--- config.mk ---
export PLATFORM = sky130hd
export DESIGN_NAME = output_branch_selector_unit
export DESIGN_NICKNAME = d
export VERILOG_FILES = /design/src/rtl/core/obs_pkg.sv /design/src/rtl/core/obs_front.sv /design/src/rtl/core/obs_queue.sv /design/src/rtl/core/obs_back.sv /design/src/rtl/core/output_branch_selector_unit.sv
export SDC_FILE = /design/constraint.sdc
export NUM_CORES = 2
export LEC_CHECK = 0
export BUFFER_PORTS_ARGS = -buffer_cell sky130_fd_sc_hd__clkbuf_2
export CAP_MARGIN = 10
export CORE_MARGIN = 5
export CORE_UTILIZATION = 40
export DETAILED_ROUTE_END_ITERATION = 10
export GPL_ROUTABILITY_DRIVEN = 0
export PLACE_DENSITY = 0.58
export SLEW_MARGIN = 30
export SYNTH_ARGS = -nofsm -noshare
export SYNTH_HDL_FRONTEND = slang
export SYNTH_HIERARCHICAL = 1
export SYNTH_SLANG_ARGS = --single-unit
--- constraint.sdc ---
create_clock -name clk -period 10.7 [get_ports clk]
set_input_delay 0.535 -clock clk [delete_from_list [all_inputs] [get_ports clk]]
set_output_delay 0.535 -clock clk [all_outputs]
set_load 0.005 [all_outputs]
--- src/rtl/core/obs_pkg.sv ---
package obs_pkg;

  localparam int DEF_MAX_BRANCHES = 8;
  localparam int DEF_WEIGHT_BITS  = 8;

  localparam int TAG_W        = 32;
  localparam int BRANCH_W     = 3;
  localparam int COUNT_W      = 4;
  localparam int MODE_W       = 3;
  localparam int TABLE_W      = 64;
  localparam int CFG_INDEX_W  = 3;
  localparam int CFG_DATA_W   = 64;
  localparam int IN_TDATA_W   = 32;
  localparam int OUT_TDATA_W  = 40;
  localparam int OUT_FIELDS_W = 1 + BRANCH_W + TAG_W;
  localparam int QUEUE_DEPTH  = 2;

  // Weighted mode counter period and its width
  localparam int PRECISION = 1000;
  localparam int PREC_W    = 10;

  // Reciprocal of the period: x / 1000 == (x * PREC_RECIP) >> PREC_SHIFT for any 32-bit x
  localparam logic [TAG_W-1:0] PREC_RECIP = 32'h1062_4dd3;
  localparam int               PREC_SHIFT = 38;

  // fmix32 multipliers
  localparam logic [TAG_W-1:0] MIX_MUL_A = 32'h85eb_ca6b;
  localparam logic [TAG_W-1:0] MIX_MUL_B = 32'hc2b2_ae35;

  // Route modes
  localparam logic [MODE_W-1:0] MODE_PLAIN  = 3'd0;
  localparam logic [MODE_W-1:0] MODE_CMP    = 3'd1;
  localparam logic [MODE_W-1:0] MODE_RR     = 3'd2;
  localparam logic [MODE_W-1:0] MODE_HASH   = 3'd3;
  localparam logic [MODE_W-1:0] MODE_WEIGHT = 3'd4;

  // Register indexes
  localparam logic [CFG_INDEX_W-1:0] REG_ROUTE_MODE   = 3'd0;
  localparam logic [CFG_INDEX_W-1:0] REG_COMPARAND    = 3'd1;
  localparam logic [CFG_INDEX_W-1:0] REG_BRANCH_COUNT = 3'd2;
  localparam logic [CFG_INDEX_W-1:0] REG_WEIGHT_TABLE = 3'd3;

  // Comparator branch codes
  localparam logic [1:0] CMP_LESS    = 2'd0;
  localparam logic [1:0] CMP_EQUAL   = 2'd1;
  localparam logic [1:0] CMP_GREATER = 2'd2;

  // What the back end has to do with an item
  typedef enum logic [2:0] {
    K_BCAST,
    K_CMP,
    K_RR,
    K_HASH,
    K_WEIGHT
  } kind_t;

  typedef struct packed {
    kind_t      kind;
    logic [1:0] cmp_branch;
  } item_t;

  typedef struct packed {
    logic [MODE_W-1:0]        route_mode;
    logic signed [TAG_W-1:0]  comparand;
    logic [COUNT_W-1:0]       branch_count;
    logic [TABLE_W-1:0]       weight_table;
  } cfg_t;

  // Branch count clamped to the number of branches built
  function automatic logic [COUNT_W-1:0] eff_count(input logic [COUNT_W-1:0] bc,
                                                   input int unsigned max_b);
    logic [COUNT_W-1:0] n;
    n = (32'(bc) > max_b) ? COUNT_W'(max_b) : bc;
    return n;
  endfunction

endpackage

--- src/rtl/core/obs_front.sv ---
module obs_front #(
  parameter int MAX_BRANCHES = obs_pkg::DEF_MAX_BRANCHES
) (
  input  obs_pkg::cfg_t                     cfg,
  input  logic                              s_tvalid,
  output logic                              s_tready,
  input  logic [obs_pkg::IN_TDATA_W-1:0]    s_tdata,
  output logic                              push_valid,
  input  logic                              push_ready,
  output obs_pkg::item_t                    push_item
);
  import obs_pkg::*;

  logic [COUNT_W-1:0]          n_eff;
  logic signed [IN_TDATA_W-1:0] value_q16;
  logic [1:0]                  cmp_branch;
  kind_t                       kind;

  assign n_eff     = eff_count(cfg.branch_count, MAX_BRANCHES);
  assign value_q16 = $signed(s_tdata);

  // Signed compare against the threshold
  always_comb begin
    if (value_q16 < cfg.comparand) begin
      cmp_branch = CMP_LESS;
    end else if (value_q16 > cfg.comparand) begin
      cmp_branch = CMP_GREATER;
    end else begin
      cmp_branch = CMP_EQUAL;
    end
  end

  // Classify; counter modes with no branches fall back to broadcast
  always_comb begin
    unique case (cfg.route_mode)
      MODE_PLAIN:  kind = K_BCAST;
      MODE_CMP:    kind = K_CMP;
      MODE_RR:     kind = (n_eff == '0) ? K_BCAST : K_RR;
      MODE_HASH:   kind = (n_eff == '0) ? K_BCAST : K_HASH;
      MODE_WEIGHT: kind = (n_eff == '0) ? K_BCAST : K_WEIGHT;
      default:     kind = K_BCAST;
    endcase
  end

  assign push_valid           = s_tvalid;
  assign s_tready             = push_ready;
  assign push_item.kind       = kind;
  assign push_item.cmp_branch = cmp_branch;

endmodule

--- src/rtl/core/obs_queue.sv ---
module obs_queue (
  input  logic           clk,
  input  logic           rst,
  input  logic           push_valid,
  output logic           push_ready,
  input  obs_pkg::item_t push_item,
  output logic           pop_valid,
  input  logic           pop_ready,
  output obs_pkg::item_t pop_item
);
  import obs_pkg::*;

  localparam int PTR_W = (QUEUE_DEPTH > 1) ? $clog2(QUEUE_DEPTH) : 1;
  localparam int CNT_W = $clog2(QUEUE_DEPTH + 1);

  item_t             entries [QUEUE_DEPTH];
  logic [PTR_W-1:0]  wr_ptr;
  logic [PTR_W-1:0]  rd_ptr;
  logic [CNT_W-1:0]  count;
  logic              do_push;
  logic              do_pop;

  assign push_ready = (count != CNT_W'(QUEUE_DEPTH));
  assign pop_valid  = (count != '0);
  assign pop_item   = entries[rd_ptr];
  assign do_push    = push_valid && push_ready;
  assign do_pop     = pop_valid && pop_ready;

  // Advance pointers and occupancy
  always_ff @(posedge clk) begin
    if (rst) begin
      wr_ptr <= '0;
      rd_ptr <= '0;
      count  <= '0;
    end else begin
      if (do_push) begin
        wr_ptr <= (wr_ptr == PTR_W'(QUEUE_DEPTH - 1)) ? '0 : wr_ptr + PTR_W'(1);
      end
      if (do_pop) begin
        rd_ptr <= (rd_ptr == PTR_W'(QUEUE_DEPTH - 1)) ? '0 : rd_ptr + PTR_W'(1);
      end
      case ({do_push, do_pop})
        2'b10:   count <= count + CNT_W'(1);
        2'b01:   count <= count - CNT_W'(1);
        default: count <= count;
      endcase
    end
  end

  // Store entries
  always_ff @(posedge clk) begin
    if (do_push) begin
      entries[wr_ptr] <= push_item;
    end
  end

endmodule

--- src/rtl/core/obs_back.sv ---
module obs_back #(
  parameter int MAX_BRANCHES = obs_pkg::DEF_MAX_BRANCHES,
  parameter int WEIGHT_BITS  = obs_pkg::DEF_WEIGHT_BITS
) (
  input  logic                              clk,
  input  logic                              rst,
  input  obs_pkg::cfg_t                     cfg,
  input  logic                              pop_valid,
  output logic                              pop_ready,
  input  obs_pkg::item_t                    pop_item,
  output logic                              m_tvalid,
  input  logic                              m_tready,
  output logic [obs_pkg::OUT_TDATA_W-1:0]   m_tdata
);
  import obs_pkg::*;

  localparam int IDX_W  = (MAX_BRANCHES > 1) ? $clog2(MAX_BRANCHES) : 1;
  localparam int LANES  = 2 ** IDX_W;
  localparam int TOT_W  = WEIGHT_BITS + IDX_W;
  localparam int PROD_W = PREC_W + TOT_W;
  localparam int DSOR_W = PREC_W;
  localparam int DCNT_W = $clog2(TAG_W);
  localparam int PAD_W  = OUT_TDATA_W - OUT_FIELDS_W;
  localparam int QUO_W  = 2 * TAG_W - PREC_SHIFT;

  typedef enum logic [7:0] {
    S_IDLE  = 8'b0000_0001,
    S_MIX   = 8'b0000_0010,
    S_DIV   = 8'b0000_0100,
    S_TOTAL = 8'b0000_1000,
    S_PROD  = 8'b0001_0000,
    S_SCAN  = 8'b0010_0000,
    S_DONE  = 8'b0100_0000,
    S_RECIP = 8'b1000_0000
  } state_t;

  state_t              state;
  kind_t               cur_kind;
  logic [TAG_W-1:0]    route_counter;
  logic [TAG_W-1:0]    tag;
  logic [TAG_W-1:0]    mix;
  logic [TAG_W-1:0]    dvd;
  logic [DSOR_W-1:0]   rem;
  logic [DSOR_W-1:0]   dsor;
  logic [DCNT_W-1:0]   div_cnt;
  logic [IDX_W-1:0]    k;
  logic [TOT_W-1:0]    total;
  logic [TOT_W-1:0]    acc;
  logic [PROD_W-1:0]   prod;
  logic [QUO_W-1:0]    quo;
  logic                res_bcast;
  logic [BRANCH_W-1:0] res_branch;

  logic [COUNT_W-1:0]              n_eff;
  logic [IDX_W-1:0]                n_m1;
  logic [TABLE_W+WEIGHT_BITS-1:0]  wext;
  logic [WEIGHT_BITS-1:0]          wlane [LANES];
  logic [WEIGHT_BITS-1:0]          w_cur;
  logic [DSOR_W:0]                 trial;
  logic [DSOR_W-1:0]               rem_step;
  logic [DSOR_W-1:0]               rem_plus;
  logic [TAG_W-1:0]                ctr_wrap;
  logic [2*TAG_W-1:0]              recip_prod;
  logic [TAG_W-1:0]                quo_scaled;
  logic [PREC_W-1:0]               pos;
  logic [PREC_W-1:0]               pos_plus;
  logic [TAG_W-1:0]                pos_wrap;
  logic [TAG_W-1:0]                ctr_x16;
  logic [TAG_W-1:0]                mix_x13;
  logic [TAG_W-1:0]                mix_b;
  logic [TOT_W-1:0]                total_sum;
  logic [TOT_W-1:0]                acc_sum;
  logic [PROD_W-1:0]               scaled;
  logic                            slot_free;

  assign n_eff = eff_count(cfg.branch_count, MAX_BRANCHES);
  assign n_m1  = IDX_W'(n_eff - COUNT_W'(1));

  // Weight lanes; weights past the end of the table read as zero
  assign wext = {{WEIGHT_BITS{1'b0}}, cfg.weight_table};
  for (genvar j = 0; j < LANES; j++) begin : g_lane
    if (j < MAX_BRANCHES && j * WEIGHT_BITS < TABLE_W) begin : g_on
      assign wlane[j] = wext[j*WEIGHT_BITS +: WEIGHT_BITS];
    end else begin : g_off
      assign wlane[j] = '0;
    end
  end
  assign w_cur = wlane[k];

  // One restoring remainder step per cycle
  assign trial    = {rem, dvd[TAG_W-1]};
  assign rem_step = (trial >= {1'b0, dsor}) ? DSOR_W'(trial - {1'b0, dsor})
                                            : DSOR_W'(trial);
  assign rem_plus = rem_step + DSOR_W'(1);
  assign ctr_wrap = (rem_plus == dsor) ? '0 : TAG_W'(rem_plus);

  // Position in the weighted period by reciprocal multiplication
  assign recip_prod = {{TAG_W{1'b0}}, route_counter} * {{TAG_W{1'b0}}, PREC_RECIP};
  assign quo_scaled = TAG_W'(quo) * TAG_W'(PRECISION);
  assign pos        = PREC_W'(dvd - quo_scaled);
  assign pos_plus   = pos + PREC_W'(1);
  assign pos_wrap   = (pos_plus == PREC_W'(PRECISION)) ? '0 : TAG_W'(pos_plus);

  // Hash mixing terms
  assign ctr_x16 = route_counter ^ (route_counter >> 16);
  assign mix_x13 = mix ^ (mix >> 13);
  assign mix_b   = TAG_W'(mix_x13 * MIX_MUL_B);

  // Weighted scan terms
  assign total_sum = total + TOT_W'(w_cur);
  assign acc_sum   = acc + TOT_W'(w_cur);
  assign scaled    = PROD_W'(PRECISION) * PROD_W'(acc_sum);

  assign slot_free = !m_tvalid || m_tready;
  assign pop_ready = (state == S_IDLE);

  // Sequencer
  always_ff @(posedge clk) begin
    if (rst) begin
      state         <= S_IDLE;
      route_counter <= '0;
      m_tvalid      <= 1'b0;
    end else begin
      if (state == S_DONE && slot_free) begin
        m_tvalid <= 1'b1;
      end else if (m_tready) begin
        m_tvalid <= 1'b0;
      end
      unique case (state)
        S_IDLE: begin
          if (pop_valid) begin
            cur_kind <= pop_item.kind;
            rem      <= '0;
            div_cnt  <= '0;
            dvd      <= route_counter;
            case (pop_item.kind)
              K_CMP: begin
                res_bcast  <= 1'b0;
                res_branch <= BRANCH_W'(pop_item.cmp_branch);
                tag        <= '0;
                state      <= S_DONE;
              end
              K_RR: begin
                dsor  <= DSOR_W'(n_eff);
                state <= S_DIV;
              end
              K_WEIGHT: begin
                quo   <= recip_prod[2*TAG_W-1:PREC_SHIFT];
                state <= S_RECIP;
              end
              K_HASH: begin
                tag           <= route_counter;
                route_counter <= route_counter + TAG_W'(1);
                mix           <= TAG_W'(ctr_x16 * MIX_MUL_A);
                state         <= S_MIX;
              end
              default: begin
                res_bcast  <= 1'b1;
                res_branch <= '0;
                tag        <= '0;
                state      <= S_DONE;
              end
            endcase
          end
        end
        S_RECIP: begin
          // position in the period becomes the tag; advance the counter
          tag           <= TAG_W'(pos);
          route_counter <= pos_wrap;
          k             <= '0;
          total         <= '0;
          state         <= S_TOTAL;
        end
        S_MIX: begin
          dvd   <= mix_b ^ (mix_b >> 16);
          dsor  <= DSOR_W'(n_eff);
          state <= S_DIV;
        end
        S_DIV: begin
          dvd     <= dvd << 1;
          rem     <= rem_step;
          div_cnt <= div_cnt + DCNT_W'(1);
          if (div_cnt == DCNT_W'(TAG_W - 1)) begin
            case (cur_kind)
              K_RR: begin
                res_bcast     <= 1'b0;
                res_branch    <= BRANCH_W'(rem_step);
                tag           <= TAG_W'(rem_step);
                route_counter <= ctr_wrap;
                state         <= S_DONE;
              end
              default: begin
                // hashed: remainder of the mixed counter picks the branch
                res_bcast  <= 1'b0;
                res_branch <= BRANCH_W'(rem_step);
                state      <= S_DONE;
              end
            endcase
          end
        end
        S_TOTAL: begin
          total <= total_sum;
          if (k == n_m1) begin
            k   <= '0;
            acc <= '0;
            if (total_sum == '0) begin
              res_bcast  <= 1'b1;
              res_branch <= '0;
              state      <= S_DONE;
            end else begin
              state <= S_PROD;
            end
          end else begin
            k <= k + IDX_W'(1);
          end
        end
        S_PROD: begin
          prod  <= PROD_W'(tag[PREC_W-1:0]) * PROD_W'(total);
          state <= S_SCAN;
        end
        S_SCAN: begin
          acc <= acc_sum;
          if (prod < scaled || k == n_m1) begin
            res_bcast  <= 1'b0;
            res_branch <= BRANCH_W'(k);
            state      <= S_DONE;
          end else begin
            k <= k + IDX_W'(1);
          end
        end
        S_DONE: begin
          if (slot_free) begin
            m_tdata <= {{PAD_W{1'b0}}, tag, res_branch, res_bcast};
            state   <= S_IDLE;
          end
        end
        default: begin
          state <= S_IDLE;
        end
      endcase
    end
  end

endmodule

--- src/rtl/core/output_branch_selector_unit.sv ---
// Output branch selector: one routing decision per produced value.
// Input stream s_*: s_tdata holds value_q16 (signed Q16.16).
// Output stream m_*: one result transaction per input transaction, in order.
// Config channel cfg_*: index 0 route_mode, 1 comparand, 2 branch_count,
// 3 weight_table; other indexes are ignored. cfg_ready is always high.
// Write configuration only while no transaction is in flight.
// Round robin and hashed modes share a 32-step remainder unit; the
// weighted mode sums and then scans the weights one branch per cycle,
// and broadcasts when all weights are zero. The sequencer takes the
// next item from the queue only after the last result is registered.
// A two-entry queue between the classifier and the sequencer keeps the
// input side open while a result waits; one result register feeds m_*.
// Reset clears the configuration registers and the route counter to zero.
// When m_tready is low the result holds on m_tdata and the sequencer
// waits; the queue then fills and s_tready drops.
module output_branch_selector_unit #(
  parameter int MAX_BRANCHES = obs_pkg::DEF_MAX_BRANCHES,
  parameter int WEIGHT_BITS  = obs_pkg::DEF_WEIGHT_BITS
) (
  input  logic                               clk,
  input  logic                               rst,
  // Input stream
  input  logic                               s_tvalid,
  output logic                               s_tready,
  input  logic [obs_pkg::IN_TDATA_W-1:0]     s_tdata,   // [31:0] value_q16
  // Output stream
  output logic                               m_tvalid,
  input  logic                               m_tready,
  output logic [obs_pkg::OUT_TDATA_W-1:0]    m_tdata,   // [0] broadcast, [3:1] branch,
                                                        // [35:4] order_tag, [39:36] zero
  // Configuration writes
  input  logic                               cfg_valid,
  output logic                               cfg_ready,
  input  logic [obs_pkg::CFG_INDEX_W-1:0]    cfg_index,
  input  logic [obs_pkg::CFG_DATA_W-1:0]     cfg_data
);
  import obs_pkg::*;

  cfg_t  cfg;
  logic  push_valid;
  logic  push_ready;
  item_t push_item;
  logic  pop_valid;
  logic  pop_ready;
  item_t pop_item;

  assign cfg_ready = 1'b1;

  // Decode register writes
  always_ff @(posedge clk) begin
    if (rst) begin
      cfg <= '0;
    end else if (cfg_valid && cfg_ready) begin
      unique case (cfg_index)
        REG_ROUTE_MODE:   cfg.route_mode   <= cfg_data[MODE_W-1:0];
        REG_COMPARAND:    cfg.comparand    <= $signed(cfg_data[TAG_W-1:0]);
        REG_BRANCH_COUNT: cfg.branch_count <= cfg_data[COUNT_W-1:0];
        REG_WEIGHT_TABLE: cfg.weight_table <= cfg_data[TABLE_W-1:0];
        default: ;
      endcase
    end
  end

  obs_front #(
    .MAX_BRANCHES (MAX_BRANCHES)
  ) u_front (
    .cfg        (cfg),
    .s_tvalid   (s_tvalid),
    .s_tready   (s_tready),
    .s_tdata    (s_tdata),
    .push_valid (push_valid),
    .push_ready (push_ready),
    .push_item  (push_item)
  );

  obs_queue u_queue (
    .clk        (clk),
    .rst        (rst),
    .push_valid (push_valid),
    .push_ready (push_ready),
    .push_item  (push_item),
    .pop_valid  (pop_valid),
    .pop_ready  (pop_ready),
    .pop_item   (pop_item)
  );

  obs_back #(
    .MAX_BRANCHES (MAX_BRANCHES),
    .WEIGHT_BITS  (WEIGHT_BITS)
  ) u_back (
    .clk       (clk),
    .rst       (rst),
    .cfg       (cfg),
    .pop_valid (pop_valid),
    .pop_ready (pop_ready),
    .pop_item  (pop_item),
    .m_tvalid  (m_tvalid),
    .m_tready  (m_tready),
    .m_tdata   (m_tdata)
  );

endmodule

**Yosys cells after proc, flatten, opt, wreduce, memory -nomap -nowiden**

Memories as Yosys holds them, arrays and structs flattened. A register that Yosys moved wholly into a read port is not among the register bits.
Cells that the tools add are included.
W data, S select, Z words.

- Register bits after elaboration: 381
- Bits in writable memories: 10
- Bits of input ports: 104
- Output and inout bits: 43
- Logic and storage cells: 206
- Memories kept: 1

Memory list:

| name | words | bits a word | rd ports | clocked after Yosys merged registers in | wr ports | line | source |
|---|---|---|---|---|---|---|---|
| u_queue.entries | 2 | 5 | 1 | 1 | 1 | obs_queue.sv:16 | `item_t entries [QUEUE_DEPTH];` |

- $add $sub $neg: 14
- Multiply operators: 6
- Order comparisons: 6
- Equality and inequality tests: 39
- Multiplexer cells: 69
- Bitwise logic cells: 5
- Reduce and logical (&&, ||, !) cells: 41

Operators by type and width:

| cell | count |
|---|---|
| $pmux W32 S3 | 3 |
| $mux W32 | 8 |
| $pmux W32 S2 | 1 |
| $pmux W8 S8 | 1 |
| $xor A32 B16 Y32 | 2 |
| $mul A32 B29 Y61 const B | 1 |
| $mux W10 | 6 |
| $mux W8 | 7 |
| $pmux W11 S2 | 2 |
| $pmux W10 S2 | 2 |
| $add A32 B1 Y32 const B | 1 |
| $gt A32 B32 Y1 | 1 |
| $lt A32 B32 Y1 | 1 |
| $mul A32 B31 Y32 const B | 1 |
| $mul A32 B32 Y32 const B | 1 |
| $xor A32 B19 Y32 | 1 |
| $bmux W8 S3 | 1 |
| $mux W3 | 8 |
| $pmux W3 S4 | 2 |
| $pmux W8 S3 | 1 |
| $mul A23 B7 Y7 const B | 1 |
| $add A11 B8 Y11 | 2 |
| $eq A3 B2 Y1 const B | 7 |
| $lt A21 B21 Y1 | 1 |
| 62 further kinds | 118 |

**Depth between registers and ports, before layout**

- Depth after elaboration: 10
- Mapped depth: 36
- Mapped depth without buffers: 34

**Cells and area by module**

Netlist, hierarchy kept.

By module, submodules not included:

| module | instances | cells an instance | area each (um^2) | seq. area each (um^2) |
|---|---|---|---|---|
| obs_back | 1 | 4,397 | 46,447.0 | 7,066.8 |
| output_branch_selector_unit | 1 | 413 | 4,384.2 | 2,062.0 |
| obs_front | 1 | 123 | 880.8 | 0.0 |
| obs_queue | 1 | 39 | 579.3 | 400.4 |

**Least setup slack after synthesis**

Ideal clock, no wire load.

- Path kind: reg-to-reg
- Start point: register u_back.k[0]
- End point: register u_back.k[0] (enable)
- Setup time: 0.333 ns
- Data arrival time: 8.982 ns
- Required time: 10.367 ns
- Slack: 1.384 ns
- Stages on the path, launching flop included: 34
- Buffers on the path: 2
- Period minus slack after synthesis: 9.316 ns
- Path through: edfxtp_1 > clkbuf_1 > buf_1 > mux4_2 > mux2_2 > ha_1 > fa_1 > a21o_1 > a21oi_1 > nor2b_1 > o21a_1 > o41ai_1 > xor2_1 > inv_1 > ha_1 > inv_1 > fa_1 > fa_1 > fa_1 > inv_1 > ha_1 > nand3_1 > a211oi_1 > o31ai_1 > nand2b_1 > a21oi_1 > o21ai_0 > xnor2_1 > ha_1 > and4_1 > nand2_1 > o311a_1 > or3_1 > a31oi_1

- Word-level cells in the longest chain between the ends: 10
- Elaborated cells on any way between the ends: 11
- Those cells by class: add/sub (1); mul (1); order compare (1); eq/ne (2); mux (3); bitwise (1); reduce/logical (2)

RTL lines:

| what | line | source |
|---|---|---|
| start, declared | obs_back.sv:46 | `logic [IDX_W-1:0] k;` |
| start signal, assigned | obs_back.sv:214 | `k <= k + IDX_W'(1);` |
| start signal, assigned | obs_back.sv:228 | `k <= k + IDX_W'(1);` |
| $not A3 Y4 (not written as such) | obs_back.sv:88 | `assign w_cur = wlane[k];` |
| $bmux W8 S3 | obs_back.sv:88 |  |
| $mux W8 (not written as such) (2 in series) | obs_back.sv:88 |  |
| $add A11 B8 Y11 | obs_back.sv:111 | `assign acc_sum = acc + TOT_W'(w_cur);` |
| via u_back.acc_sum[8] | obs_back.sv:72 | `logic [TOT_W-1:0] acc_sum;` |
| $mul A7 B11 Y18 | obs_back.sv:112 | `assign scaled = PROD_W'(PRECISION) * PROD_W'(acc_sum);` |
| $lt A21 B21 Y1 | obs_back.sv:223 | `if (prod < scaled \|\| k == n_m1) begin` |
| $logic_or A1 B1 Y1 | obs_back.sv:223 |  |
| $ne A2 B2 Y1 (no source line) | n/a |  |
| $reduce_and A3 Y1 (no source line) | n/a |  |

The timed path passes the listed nets, and every way through them passes these cells. The select of a mux whose other input is x is not followed.
A chain may end at the register's enable or synchronous reset.

**Worst setup path in the final report**

Ends and elaborated chain as after synthesis.

==> out/qor.csv <==
stage,metric,value,unit
run_status,outcome,"finished, final reports clean",
pwr,p_per_area,341.0,mW/mm²
critical_path,crit_type,flop to flop,
route,avgViaCountPerCell,5.021,
worst_hold_path,worstHoldPathType,input pin to flop,
sta,finalCriticalPeriod,9.691,ns
critical_path,cp.buffers_inverters,3,
floorplan,core_area,0.1296,mm²
clock_network,cts.root.buffer_cell,clkbuf_16,
synth,synth_cell_type_count,88,
synth,synth-edff-count,218,
grt,grt_pass1_vias,37490,
cells_and_area,drive_gt1_share,6.864,%
critical_path,critical_path.top_delay_family,adder cells,
synth,synth_ff_type,edfxtp_1,
place,portBuffers,141,
route,routedWlPerCell,19.73,µm
pwr,leakage,28.89,nW
synth,synth_area,0.05229,mm²
sta,fin_tns_setup,0,ns
route,via_count,34730,
critical_path,required,10.99,ns
floorplan,row_count,132,
route,drtAntennaViolNets,0,
clock_network,cts_resized,0,
synth,synth_top_area_share,29.67,%
synth,seq_area_frac_synth,18.22,%
cells_and_area,final_nets,6852,
sta,rsz0062_at_grt,no,
synth,ys_seq_elements,367,
floorplan,fp.dieArea,0.1381,mm²
route,drt_iter0_markers,2076,
synth,syn_avg_cell_area,10.52,µm²
clock_network,hold_buffers,0,
sta,worst_pin_slew,1.084,ns
grt,antenna_found_initial,5,
critical_path,cp_slowest_stage_delay,0.86,ns
critical_path,cp_slowest_cell,edfxtp_1,
grt,grt_pass1_wl,215200,µm
synth,ys_warn_count,6,
clock_network,htree_levels,2,
run,maxCapViolCount,0,
sta,slew_viol_final,0,
synth,synthArstFlopShare,0,%
critical_path,end_kind,flop,
sta,max-slew-margin-rel,27.45,%
place,dp_hpwl,113300,µm
floorplan,io_pins,147,
cells_and_area,syn2layout_area_growth,8.975,%
synth,postSynthCellCount,4972,
synth,synth_top_area_cell,fa_1,
grt,grt.overflow.total,0,
sta,setup_violations,0,
sta,finClkSkew,0.07144,ns
critical_path,startpoint_type,flop,
floorplan,die_y,371.6,µm
grt,grt_max_degree,150,
critical_path,crit_arrival,9.98,ns
sta,max_freq,0.1032,GHz
sta,fin_crit_sh,90.57,%
grt,grt_usage,20.24,%
clock_network,clkSinkCount,367,
critical_path,crit_fanout,14,
clock_network,cts_tree,yes,
cells_and_area,final_util,43.95,%
clock_network,clk_latency,0.63,ns
clock_network,cts_buffers,46,
route,first_pass_iters,5,
clock_network,postCtsSetupBuffers,0,
floorplan,initial_core_util,40.33,%
route,routed_wl,136400,µm
synth,synth.area.top_cells,"fa_1, ha_1, edfxtp_1",
sta,hold_viol_final,0,
route,drc,0,
clock_network,clk_pin_slew,0.06,ns
clock_network,cts_buffer_depth,3,
floorplan,die_w,371.6,µm
pwr,ir_drop,0.001004,V
## sequential cells by signal (all words and copies together), names as in the netlist, 2 cells and up, named ones only
signal / count
u_back/dsor: 4
u_back/rem: 10
u_back/quo: 7
u_back/div_cnt: 5
u_back/k: 3
u_back/dvd: 32
u_back/total: 11
u_back/mix: 32
u_queue/count: 2
u_queue/entries: 10
cfg: 103
u_back/cur_kind: 3
u_back/prod: 18
u_back/tag: 32
u_back/res_branch: 3
u_back/m_tdata: 36
u_back/acc: 11
u_back/state: 8
u_back/route_counter: 32
## report_power, final
| part | internal (mW) | total (mW) | switching [mW] |
|---|---|---|---|
| clock | 0.946 | 1.61 | 0.668 |
| sequential | 1.86 | 2.01 | 0.158 |
| combinational | 7.01 | 15.8 | 8.79 |
| total | 9.81 | 19.4 | 9.62 |
## layout by cell type (no fill, tap or decap), types with 16 or more instances in the layout
| cell type | n |
|---|---|
| nor3_1 | 30 |
| ha_1 | 838 |
| xnor2_1 | 205 |
| buf_4 | 65 |
| mux4_2 | 16 |
| and3_1 | 22 |
| and2_1 | 81 |
| a22oi_1 | 32 |
| nor2_1 | 141 |
| nand2b_1 | 191 |
| fa_1 | 775 |
| nand3_1 | 43 |
| nand4_1 | 20 |
| a21oi_1 | 132 |
| o21ai_0 | 96 |
| a21o_1 | 68 |
| clkbuf_2 | 140 |
| nand2_1 | 138 |
| clkbuf_16 | 47 |
| xor2_1 | 116 |
| inv_1 | 1167 |
| nor2b_1 | 22 |
| dfxtp_1 | 148 |
| o21bai_1 | 17 |
| mux2i_1 | 109 |
| o21a_1 | 24 |
| edfxtp_1 | 218 |
## worst register-to-register path: cells and delay by family, from the launching register on
family	cells	cell delay [ns]
xor gates and xnor gates	2	0.59
and+or+nand+nor	6	0.96
DFF	1	0.86
AOI/OAI and AO/OA	10	2.63
adders and majority gates	8	3.13
muxes	2	0.93
buffers and inverters	3	0.28
## metal layers
metal	vias up	track usage, %	part of all wire [%]
li1	16260	-	-
met1	17380	27.10	43
met2	870	34.37	48
met3	208	3.014	5.5
met4	4	5.407	3.0
met5	-	0	0.011
## through the flow
step / cell area [µm²] / setup WS (ns) / hold WS (ns) / std cells / power, mW
floorplan: 52300 / 1.384 / 0.4003 / 4975 / 14.00
global placement: 55290 / 1.097 / 0.4019 / 6826 / 17.88
detailed placement: 55390 / 1.008 / 0.4055 / 6829 / 17.97
CTS: 56970 / 0.9890 / 0.1052 / 6914 / 19.78
global route: 56980 / 0.3505 / 0.1355 / 6914 / 21.66
finish: 56980 / 1.009 / 0.1566 / 6916 / 19.43
## cell usage after synthesis (5+ instances only)
library cell  instances
a211o_1               6
a211oi_1             14
a21boi_0              5
a21o_1               68
a21oi_1             135
a221o_1              13
a221oi_1             12
a22oi_1              32
a31oi_1               7
and2_1               81
and3_1               22
and4_1                5
buf_2                 5
buf_4                11
clkbuf_1             75
dfxtp_1             149
edfxtp_1            218
fa_1                775
ha_1                838
inv_1              1167
mux2_2               14
mux2i_1             109
mux4_2               16
nand2_1             138
nand2b_1            191
nand3_1              43
nand3b_1             10
nand4_1              20
nor2_1              144
nor2b_1              22
nor3_1               31
nor3b_1               5
nor4_1               11
o211ai_1             10
o21a_1               24
o21ai_0              96
o21bai_1             17
o221ai_1              5
o22ai_1              10
or2_2                10
or3_1                 8
xnor2_1             205
xor2_1              120
## worst paths after layout
check	start	to	slack, ns	cells after the start
setup / recovery	u_back/k[0]	u_back/k[0]	1.01	31
hold / removal	cfg_data[39]	cfg[39]	0.16	3
setup reg to reg	u_back/k[0]	u_back/k[0]	1.01	31
hold reg to reg	u_back/tag[11]	u_back/m_tdata[15]	0.41	0
## layout make-up
| type | instances | area, µm² |
|---|---|---|
| diodes | 2 | 5.005 |
| clock buffers | 63 | 1316 |
| clock inverters | 22 | 261.5 |
| fillers | 12420 | 72660 |
| inverters | 1168 | 4384 |
| multi-input cells | 3343 | 38050 |
| flip-flops and latches | 367 | 9530 |
| well taps | 1742 | 2180 |
| repair buffers | 209 | 1259 |
## logic make-up after synthesis
logic type	after synthesis	share of synthesized area (%)
adders and majority gates	1614	49.74
buffers and inverters	1265	9.229
and+or+nand+nor	767	7.963
AOI/OAI and AO/OA	489	6.137
DFF	367	18.22
xor gates and xnor gates	328	5.573
muxes	140	3.120
other	2	0.01436
No activity file was read; power rests on OpenSTA's default activity.
